==> config.mk <==
export PLATFORM = sky130hd
export DESIGN_NAME = telemetry_frame_receiver
export DESIGN_NICKNAME = d
export VERILOG_FILES = /design/src/tfr_pkg.sv /design/src/tfr_front.sv /design/src/tfr_queue.sv /design/src/tfr_back.sv /design/src/telemetry_frame_receiver.sv
export SDC_FILE = /design/constraint.sdc
export NUM_CORES = 1
export LEC_CHECK = 0
export ABC_AREA = 1
export BUFFER_PORTS_ARGS = -buffer_cell sky130_fd_sc_hd__buf_2
export CORE_ASPECT_RATIO = 1.1
export CORE_UTILIZATION = 50
export CTS_BUF_LIST = sky130_fd_sc_hd__clkbuf_4
export CTS_CLUSTER_DIAMETER = 100
export DETAILED_ROUTE_END_ITERATION = 12
export GPL_TIMING_DRIVEN = 0
export PLACE_DENSITY_LB_ADDON = 0.15
export SLEW_MARGIN = 5
export SYNTH_ARGS = -nofsm -noshare
export SYNTH_HDL_FRONTEND = slang
export SYNTH_SLANG_ARGS = --single-unit
export TNS_END_PERCENT = 20
==> constraint.sdc <==
create_clock -name clk -period 5.2 [get_ports clk]
set_clock_uncertainty 0.1 [all_clocks]
set_input_delay 0.52 -clock clk [delete_from_list [all_inputs] [get_ports clk]]
set_output_delay 0.52 -clock clk [all_outputs]
set_load 0.05 [all_outputs]
==> src/tfr_pkg.sv <==
// ---------------------------------------------------------------------------
// tfr_pkg
// shared types, header codes and frame length helper of the telemetry
// frame receiver
// ---------------------------------------------------------------------------
package tfr_pkg;

  // default depth of the payload store
  localparam int PAYLOAD_BYTES_DEF = 14;

  // byte position counter width
  localparam int POS_W = 5;

  // header and frame type bytes
  localparam logic [7:0] HDR_START  = 8'h24;
  localparam logic [7:0] HDR_SECOND = 8'h54;
  localparam logic [7:0] TYPE_G     = 8'h47;
  localparam logic [7:0] TYPE_A     = 8'h41;
  localparam logic [7:0] TYPE_S     = 8'h53;

  // frame kind codes as reported on the result
  localparam logic [1:0] KIND_G = 2'd0;
  localparam logic [1:0] KIND_A = 2'd1;
  localparam logic [1:0] KIND_S = 2'd2;

  // payload lengths per kind
  localparam logic [POS_W-1:0] LEN_G = 5'd14;
  localparam logic [POS_W-1:0] LEN_A = 5'd6;
  localparam logic [POS_W-1:0] LEN_S = 5'd7;

  // operation handed from the front to the back
  typedef enum logic [0:0] {
    OP_STORE = 1'b0,
    OP_CHECK = 1'b1
  } op_t;

  // one queue entry
  typedef struct packed {
    op_t              op;
    logic [1:0]       kind;
    logic [POS_W-1:0] idx;
    logic [7:0]       data;
  } entry_t;

  // payload length of a frame kind
  function automatic logic [POS_W-1:0] payload_len(input logic [1:0] kind);
    logic [POS_W-1:0] len;
    case (kind)
      KIND_G:  len = LEN_G;
      KIND_A:  len = LEN_A;
      default: len = LEN_S;
    endcase
    return len;
  endfunction

endpackage

==> src/tfr_front.sv <==
// ---------------------------------------------------------------------------
// tfr_front
// header hunt and byte classification; emits store and check operations
// ---------------------------------------------------------------------------
module tfr_front (
  input  logic             clk,
  input  logic             rst_n,
  input  logic             fire,
  input  logic [7:0]       rx_byte,
  output logic             push,
  output tfr_pkg::entry_t  push_entry
);

  typedef enum logic [3:0] {
    PH_IDLE   = 4'b0001,
    PH_DOLLAR = 4'b0010,
    PH_TYPE   = 4'b0100,
    PH_DATA   = 4'b1000
  } phase_t;

  phase_t                    phase_r, phase_nxt;
  logic [1:0]                kind_r, kind_nxt;
  logic [tfr_pkg::POS_W-1:0] pos_r, pos_nxt;

  // next state and operation decode
  always_comb begin
    phase_nxt       = phase_r;
    kind_nxt        = kind_r;
    pos_nxt         = pos_r;
    push            = 1'b0;
    push_entry.op   = tfr_pkg::OP_STORE;
    push_entry.kind = kind_r;
    push_entry.idx  = pos_r;
    push_entry.data = rx_byte;
    if (fire) begin
      case (phase_r)
        PH_IDLE: begin
          if (rx_byte == tfr_pkg::HDR_START) phase_nxt = PH_DOLLAR;
        end
        PH_DOLLAR: begin
          phase_nxt = (rx_byte == tfr_pkg::HDR_SECOND) ? PH_TYPE : PH_IDLE;
        end
        PH_TYPE: begin
          phase_nxt = PH_DATA;
          pos_nxt   = '0;
          if (rx_byte == tfr_pkg::TYPE_G) begin
            kind_nxt = tfr_pkg::KIND_G;
          end else if (rx_byte == tfr_pkg::TYPE_A) begin
            kind_nxt = tfr_pkg::KIND_A;
          end else if (rx_byte == tfr_pkg::TYPE_S) begin
            kind_nxt = tfr_pkg::KIND_S;
          end else begin
            phase_nxt = PH_IDLE;
            pos_nxt   = pos_r;
          end
        end
        PH_DATA: begin
          push = 1'b1;
          if (pos_r < tfr_pkg::payload_len(kind_r)) begin
            pos_nxt = pos_r + 1'b1;
          end else begin
            // checksum byte closes the frame
            push_entry.op = tfr_pkg::OP_CHECK;
            phase_nxt     = PH_IDLE;
            pos_nxt       = '0;
          end
        end
        default: begin
          phase_nxt = PH_IDLE;
        end
      endcase
    end
  end

  // state registers
  always_ff @(posedge clk) begin
    if (!rst_n) begin
      phase_r <= PH_IDLE;
      kind_r  <= tfr_pkg::KIND_G;
      pos_r   <= '0;
    end else begin
      phase_r <= phase_nxt;
      kind_r  <= kind_nxt;
      pos_r   <= pos_nxt;
    end
  end

endmodule

==> src/tfr_queue.sv <==
// ---------------------------------------------------------------------------
// tfr_queue
// two-entry queue of operations between front and back
// ---------------------------------------------------------------------------
module tfr_queue (
  input  logic             clk,
  input  logic             rst_n,
  input  logic             push,
  input  tfr_pkg::entry_t  push_entry,
  output logic             full,
  output logic             pop_valid,
  output tfr_pkg::entry_t  pop_entry,
  input  logic             pop
);

  tfr_pkg::entry_t slot_r [2];
  logic            wr_ptr_r, wr_ptr_nxt;
  logic            rd_ptr_r, rd_ptr_nxt;
  logic [1:0]      count_r, count_nxt;
  logic            do_push, do_pop;

  // status and head of queue
  assign full      = (count_r == 2'd2);
  assign pop_valid = (count_r != 2'd0);
  assign pop_entry = slot_r[rd_ptr_r];
  assign do_push   = push && !full;
  assign do_pop    = pop && pop_valid;

  // pointer and fill updates
  always_comb begin
    wr_ptr_nxt = do_push ? ~wr_ptr_r : wr_ptr_r;
    rd_ptr_nxt = do_pop ? ~rd_ptr_r : rd_ptr_r;
    count_nxt  = count_r;
    if (do_push && !do_pop) count_nxt = count_r + 2'd1;
    if (do_pop && !do_push) count_nxt = count_r - 2'd1;
  end

  always_ff @(posedge clk) begin
    if (!rst_n) begin
      wr_ptr_r <= 1'b0;
      rd_ptr_r <= 1'b0;
      count_r  <= 2'd0;
    end else begin
      wr_ptr_r <= wr_ptr_nxt;
      rd_ptr_r <= rd_ptr_nxt;
      count_r  <= count_nxt;
    end
  end

  // entry storage
  always_ff @(posedge clk) begin
    if (do_push) slot_r[wr_ptr_r] <= push_entry;
  end

endmodule

==> src/tfr_back.sv <==
// ---------------------------------------------------------------------------
// tfr_back
// payload store, checksum, position decode, frame counters and result
// register
// ---------------------------------------------------------------------------
module tfr_back #(
  parameter int PAYLOAD_BYTES = tfr_pkg::PAYLOAD_BYTES_DEF
) (
  input  logic               clk,
  input  logic               rst_n,
  input  logic               q_valid,
  input  tfr_pkg::entry_t    q_entry,
  output logic               q_pop,
  output logic               out_valid,
  input  logic               out_stall,
  output logic [1:0]         out_frame_type,
  output logic               out_checksum_ok,
  output logic               out_position_valid,
  output logic signed [31:0] out_latitude,
  output logic signed [31:0] out_longitude,
  output logic signed [31:0] out_altitude,
  output logic [31:0]        out_good_frames,
  output logic [31:0]        out_bad_frames
);

  localparam int IDX_W = $clog2(PAYLOAD_BYTES);

  logic [7:0]  store_r [PAYLOAD_BYTES];
  logic [7:0]  xor_r, xor_nxt;
  logic [31:0] good_r, good_nxt;
  logic [31:0] bad_r, bad_nxt;
  logic        out_valid_r, out_valid_nxt;
  logic [1:0]  type_r;
  logic        ok_r, pos_r;
  logic [31:0] lat_r, lon_r, alt_r;
  logic        is_check, load_out, ok_now, pos_now;
  logic [7:0]  xor_now;

  // a check waits for a free result register, a store never waits
  assign is_check = (q_entry.op == tfr_pkg::OP_CHECK);
  assign q_pop    = q_valid && (!is_check || !out_valid_r || !out_stall);
  assign load_out = q_pop && is_check;

  assign xor_now = xor_r ^ q_entry.data;
  assign ok_now  = (xor_now == 8'h00);
  assign pos_now = ok_now && (q_entry.kind == tfr_pkg::KIND_G);

  // checksum and counters
  always_comb begin
    xor_nxt       = xor_r;
    good_nxt      = good_r;
    bad_nxt       = bad_r;
    out_valid_nxt = out_valid_r && out_stall;
    if (q_pop) begin
      xor_nxt = is_check ? 8'h00 : xor_now;
    end
    if (load_out) begin
      out_valid_nxt = 1'b1;
      if (ok_now) good_nxt = good_r + 32'd1;
      else        bad_nxt  = bad_r + 32'd1;
    end
  end

  always_ff @(posedge clk) begin
    if (!rst_n) begin
      xor_r       <= 8'h00;
      good_r      <= '0;
      bad_r       <= '0;
      out_valid_r <= 1'b0;
    end else begin
      xor_r       <= xor_nxt;
      good_r      <= good_nxt;
      bad_r       <= bad_nxt;
      out_valid_r <= out_valid_nxt;
    end
  end

  // payload store
  always_ff @(posedge clk) begin
    if (q_pop && !is_check) store_r[q_entry.idx[IDX_W-1:0]] <= q_entry.data;
  end

  // result register with little-endian position decode
  always_ff @(posedge clk) begin
    if (load_out) begin
      type_r <= q_entry.kind;
      ok_r   <= ok_now;
      pos_r  <= pos_now;
      lat_r  <= pos_now ? {store_r[3], store_r[2], store_r[1], store_r[0]} : 32'd0;
      lon_r  <= pos_now ? {store_r[7], store_r[6], store_r[5], store_r[4]} : 32'd0;
      alt_r  <= pos_now ? {store_r[12], store_r[11], store_r[10], store_r[9]} : 32'd0;
    end
  end

  assign out_valid          = out_valid_r;
  assign out_frame_type     = type_r;
  assign out_checksum_ok    = ok_r;
  assign out_position_valid = pos_r;
  assign out_latitude       = lat_r;
  assign out_longitude      = lon_r;
  assign out_altitude       = alt_r;
  assign out_good_frames    = good_r;
  assign out_bad_frames     = bad_r;

endmodule

==> src/telemetry_frame_receiver.sv <==
// ---------------------------------------------------------------------------
// telemetry_frame_receiver
// byte-serial receiver for '$','T' framed G, A and S telemetry frames
// ---------------------------------------------------------------------------
// Takes one received byte per item and sustains one item per clock while
// in_stall is low. Header bytes are consumed by the front hunter; payload
// and checksum bytes pass through a two-entry queue to the back, which
// stores the payload, folds the checksum and fills the result register.
// The checksum byte is registered in the queue and then loaded into the
// result register as soon as that register is free. in_stall rises only
// when the queue is full, which happens when a result sits unread in the
// output register, the next checksum byte waits at the head of the queue
// and one more byte has come in behind it.
module telemetry_frame_receiver #(
  parameter int PAYLOAD_BYTES = tfr_pkg::PAYLOAD_BYTES_DEF
) (
  input  logic               clk,
  input  logic               rst_n,
  input  logic               in_valid,
  output logic               in_stall,
  input  logic [7:0]         in_rx_byte,
  output logic               out_valid,
  input  logic               out_stall,
  output logic [1:0]         out_frame_type,
  output logic               out_checksum_ok,
  output logic               out_position_valid,
  output logic signed [31:0] out_latitude,
  output logic signed [31:0] out_longitude,
  output logic signed [31:0] out_altitude,
  output logic [31:0]        out_good_frames,
  output logic [31:0]        out_bad_frames
);

  logic            q_full, fire, push, q_valid, q_pop;
  tfr_pkg::entry_t push_entry, q_entry;

  // accept whenever the queue has room
  assign in_stall = q_full;
  assign fire     = in_valid && !q_full;

  tfr_front u_front (
    .clk        (clk),
    .rst_n      (rst_n),
    .fire       (fire),
    .rx_byte    (in_rx_byte),
    .push       (push),
    .push_entry (push_entry)
  );

  tfr_queue u_queue (
    .clk        (clk),
    .rst_n      (rst_n),
    .push       (push),
    .push_entry (push_entry),
    .full       (q_full),
    .pop_valid  (q_valid),
    .pop_entry  (q_entry),
    .pop        (q_pop)
  );

  tfr_back #(
    .PAYLOAD_BYTES (PAYLOAD_BYTES)
  ) u_back (
    .clk                (clk),
    .rst_n              (rst_n),
    .q_valid            (q_valid),
    .q_entry            (q_entry),
    .q_pop              (q_pop),
    .out_valid          (out_valid),
    .out_stall          (out_stall),
    .out_frame_type     (out_frame_type),
    .out_checksum_ok    (out_checksum_ok),
    .out_position_valid (out_position_valid),
    .out_latitude       (out_latitude),
    .out_longitude      (out_longitude),
    .out_altitude       (out_altitude),
    .out_good_frames    (out_good_frames),
    .out_bad_frames     (out_bad_frames)
  );

endmodule

==> impl_results.html <==
<table>
<tr><th>Metric</th><th>Value</th></tr>
<tr><th colspan="2">GRT</th></tr>
<tr><td>Overall track demand over capacity in global routing</td><td>0.2261</td></tr>
<tr><td>Vias in the first global route</td><td>9906</td></tr>
<tr><td>Wire length of the first global-routing pass</td><td>49900 microns</td></tr>
<tr><td>GRT Residual Overflow</td><td>0</td></tr>
<tr><td>Largest net degree at the start of global routing</td><td>between 40 and 50</td></tr>
<tr><td>Initial antenna violation count</td><td>1</td></tr>
<tr><th colspan="2">Synth</th></tr>
<tr><td>Number of enable-type register cells in the synthesized netlist</td><td>226</td></tr>
<tr><td>Asr flop ratio synth</td><td>0</td></tr>
<tr><td>Synthesized instance count</td><td>approximately 1500</td></tr>
<tr><td>Cell types with the largest area share after synthesis</td><td>edfxtp_1, dfxtp_1, nand2_1</td></tr>
<tr><td>Combined area of all synthesized cells</td><td>13900 sq um</td></tr>
<tr><td>Most used flip-flop cell after synthesis</td><td>edfxtp_1</td></tr>
<tr><td>Sequential share of the synthesized area</td><td>0.6165</td></tr>
<tr><td>Number of distinct standard cells referenced by the synthesized netlist</td><td>28</td></tr>
<tr><td>Post-synth top area cell</td><td>edfxtp_1</td></tr>
<tr><td>Flops &amp; latches, synth</td><td>315</td></tr>
<tr><td>YS warnings</td><td>0</td></tr>
<tr><td>Average cell area after synthesis</td><td>between 9 and 10 sq um</td></tr>
<tr><td>Net count after synthesis</td><td>~1500</td></tr>
<tr><td>Area share of the largest cell type after synthesis</td><td>0.4883</td></tr>
<tr><th colspan="2">Detailed routing</th></tr>
<tr><td>Number of nets still failing antenna checks after routing</td><td>0</td></tr>
<tr><td>Via count</td><td>10588</td></tr>
<tr><td>Routed via count divided by cell count</td><td>4.911</td></tr>
<tr><td>Iteration count of the initial detailed-routing pass</td><td>6</td></tr>
<tr><td>Number of DRC violations after detailed routing</td><td>0</td></tr>
<tr><td>DRC violation total after the first TritonRoute iteration</td><td>about 740</td></tr>
<tr><td>Total Routed Length</td><td>~31000 microns</td></tr>
<tr><td>Detail-routed net length per standard cell</td><td>14.59 microns</td></tr>
<tr><th colspan="2">STA</th></tr>
<tr><td>Final period demand of the worst path</td><td>2.987 ns</td></tr>
<tr><td>Unrepaired setup endpoints after global routing</td><td>no</td></tr>
<tr><td>Final hold violations</td><td>0</td></tr>
<tr><td>Final Max Slew Viols</td><td>0</td></tr>
<tr><td>Post-route worst setup slack</td><td>2.213 ns</td></tr>
<tr><td>Achievable frequency</td><td>334.7 MHz</td></tr>
<tr><td>Final Cycle Share</td><td>0.5745</td></tr>
<tr><td>Final count of negative-setup-slack endpoints</td><td>0</td></tr>
<tr><td>Hold Slack</td><td>slightly above 0.09 ns</td></tr>
<tr><td>Actual slew at the worst max-slew pin</td><td>1.331 ns</td></tr>
<tr><td>Relative slew slack</td><td>0.1062</td></tr>
<tr><td>Post-Route Setup TNS</td><td>0 ns</td></tr>
<tr><th colspan="2">Placement</th></tr>
<tr><td>Post-placement worst setup slack</td><td>2.184 ns</td></tr>
<tr><td>IO buf count</td><td>177</td></tr>
<tr><td>Number of placed cells counting well taps</td><td>approximately 2000</td></tr>
<tr><td>Global placement routability congestion</td><td>0.9003</td></tr>
<tr><td>Placement Cell Area</td><td>roughly 15000 sq um</td></tr>
<tr><td>Half-perimeter wire length after detailed placement</td><td>22020 microns</td></tr>
<tr><th colspan="2">Power and ir drop</th></tr>
<tr><td>Static leakage</td><td>about 6.2 nW</td></tr>
<tr><td>Total power draw</td><td>6.265 mW</td></tr>
<tr><td>Power per cell area</td><td>383.1 nW/um^2</td></tr>
<tr><td>Peak ir drop on the vdd network</td><td>about 0.17 mV</td></tr>
<tr><th colspan="2">Clock tree</th></tr>
<tr><td>Source-to-sink clock delay at the later pin of the worst-skew pair</td><td>0.68 ns</td></tr>
<tr><td>Clock-pin slew on the worst setup and hold paths</td><td>0.06 ns</td></tr>
<tr><td>CTS sink cnt</td><td>~320</td></tr>
<tr><td>Post-CTS setup buffer count</td><td>0</td></tr>
<tr><td>Root buffer selected by CTS</td><td>clkbuf_4</td></tr>
<tr><td>TritonCTS clock tree</td><td>done</td></tr>
<tr><td>Number of buffers inserted during clock tree synthesis</td><td>78</td></tr>
<tr><td>Post_cts resized</td><td>0</td></tr>
<tr><td>Buffer levels on the longest clock path</td><td>3</td></tr>
<tr><td>Total of hold buffers inserted after clock tree synthesis</td><td>9</td></tr>
<tr><td>H-tree levels</td><td>3</td></tr>
<tr><th colspan="2">Setup path</th></tr>
<tr><td>Largest incremental delay on the critical path</td><td>0.60 ns</td></tr>
<tr><td>CP required</td><td>around 5.4 ns</td></tr>
<tr><td>Ordered list of cells on the worst path</td><td>buf_6 &gt; inv_4 &gt; buf_6 &gt; nand2_1 &gt; nand2_1 &gt; nand3_1 &gt; inv_1 &gt; buf_2 &gt; buf_2 &gt; buf_12 &gt; buf_12</td></tr>
<tr><td>Worst-path cell with the longest stage delay</td><td>buf_2</td></tr>
<tr><td>Worst EP arrival</td><td>approximately 3.2 ns</td></tr>
<tr><td>Kind of cell adding the most delay to the critical path</td><td>buffers and inverters</td></tr>
<tr><td>Bufs and invs on worst path</td><td>8</td></tr>
<tr><td>Crit path max fanout</td><td>45</td></tr>
<tr><td>Type of the worst setup path</td><td>reg2reg</td></tr>
<tr><td>Endpoint type of the worst setup path</td><td>flip-flop</td></tr>
<tr><td>Critical Path Start Type</td><td>flip-flop</td></tr>
<tr><th colspan="2">Final layout</th></tr>
<tr><td>Most frequent cells in the layout</td><td>nand2_1, edfxtp_1, nor2_1, buf_2, inv_1</td></tr>
<tr><td>Layout net count</td><td>1754</td></tr>
<tr><td>Cell area after layout</td><td>16350 sq um</td></tr>
<tr><td>Count of placed standard cells in the final layout, fillers left out</td><td>about 2200</td></tr>
<tr><td>Area added between synthesis and finish</td><td>17.66%</td></tr>
<tr><td>Area occupied by registers</td><td>roughly 8600 sq um</td></tr>
<tr><td>Most common cell after layout, fill and taps aside</td><td>nand2_1</td></tr>
<tr><td>Post-layout utilization of the core</td><td>0.6031</td></tr>
<tr><td>Filler cell count in the final layout</td><td>between 2000 and 2500</td></tr>
<tr><td>Proportion of layout cells with a drive suffix above 1</td><td>0.2102</td></tr>
<tr><td>Footprint of the multi-input gates</td><td>4434 sq um</td></tr>
<tr><th colspan="2">Die</th></tr>
<tr><td>Starting density of the core</td><td>0.5126</td></tr>
<tr><td>Core Region</td><td>~27000 sq um</td></tr>
<tr><td>DIE WIDTH</td><td>161.0 microns</td></tr>
<tr><td>Overall die area</td><td>28470 sq um</td></tr>
<tr><td>Die boundary height</td><td>176.9 microns</td></tr>
<tr><td>I/O pin count</td><td>approximately 180</td></tr>
<tr><td>Cell Rows</td><td>63</td></tr>
<tr><th colspan="2">Outcome</th></tr>
<tr><td>Outcome</td><td>finished, final reports clean</td></tr>
<tr><th colspan="2">Job</th></tr>
<tr><td>Number of violations of the max-capacitance limit</td><td>0</td></tr>
<tr><th colspan="2">Worst hold path</th></tr>
<tr><td>Path type of the worst min-delay path</td><td>in2reg</td></tr>
</table>
## tightest hold or removal path, cell delays in order
cell and delay (ns):
buf_2 0.12, nand2_1 0.10, a21oi_1 0.07
## Yosys cell counts, types with 3 or more instances
library cell  number
buf_2              4
inv_1            173
nand3b_1          16
xor2_1            15
clkbuf_1          27
nor2_1           202
nand4_1           19
nand2_1          391
edfxtp_1         226
buf_8              4
xnor2_1           10
ha_1               5
dfxtp_1           89
nand3_1          108
or2_2             10
buf_1              5
buf_6              3
nor3_1            10
o21ai_0           15
nor2_4            42
nand2_2            3
a21oi_1           86
## worst paths after layout
kind	start	to	slack (ns)	cells after the start
min reg2reg	u_queue.rd_ptr_r$_SDFFE_PN0P_	flip-flop	0.35	1
min	out_stall	u_back.out_valid$_SDFF_PN0_	0.09	3
max	flip-flop	u_back.out_altitude[25]$_SDFFCE_PN0P_	2.21	11
max reg2reg	flip-flop	u_back.out_altitude[25]$_SDFFCE_PN0P_	2.21	11
## flip-flops by register name, indices dropped and copies added (netlist names), named ones only
| name | cells |
|---|---|
| u_back.store_r | 96 |
| u_back.out_altitude | 32 |
| u_back.out_bad_frames | 32 |
| u_back.out_good_frames | 32 |
| u_back.out_latitude | 32 |
| u_back.out_longitude | 32 |
| u_queue.slot_r | 30 |
| u_back.xor_r | 8 |
| u_front.pos_r | 5 |
| u_front.phase_r | 4 |
| u_back.out_frame_type | 2 |
| u_front.kind_r | 2 |
| u_queue.count_r | 2 |
| u_back.out_checksum_ok | 1 |
| u_back.out_position_valid | 1 |
| u_back.out_valid | 1 |
| u_queue.rd_ptr_r | 1 |
| u_queue.wr_ptr_r | 1 |
## layer usage
layer	global-route usage	vias to the layer above	wire length [microns]
met5	0	-	0
met4	0.1061	0	879
met3	0.04335	65	2023
met2	0.3822	370	15350
met1	0.2800	4797	13210
li1	-	5356	-
## area by class of cell
| cell class | instances | share of cell area |
|---|---|---|
| plain buffers | 44 | 0.01484 |
| clock buffers | 121 | 0.05555 |
| inverters | 175 | 0.04032 |
| multi-input cells | 935 | 0.2712 |
| clock inverters | 20 | 0.004591 |
| diodes | 1 | 0.0001530 |
| repair buffers | 188 | 0.06213 |
| well taps | 357 | 0.02731 |
| flip-flops and latches | 315 | 0.5239 |
## kinds of logic (layout without fill, tap and decap cells)
family,after synthesis,in the layout,share of synthesized area
and+or+nand+nor,803,803,0.2617
DFF,315,315,0.6165
AOI/OAI and AO/OA,102,102,0.03673
other,0,1,0
adders and majority gates,5,5,0.004501
buffers and inverters,219,548,0.06482
xor gates and xnor gates,25,25,0.01575
## power breakdown
part	total (mW)	leakage [nW]	internal (mW)	switching (mW)
registers	3.04	2.62	2.97	0.0662
clock network	1.99	0.599	1.06	0.932
logic	1.24	3.01	0.259	0.981
No activity file was read; power rests on OpenSTA's default activity.
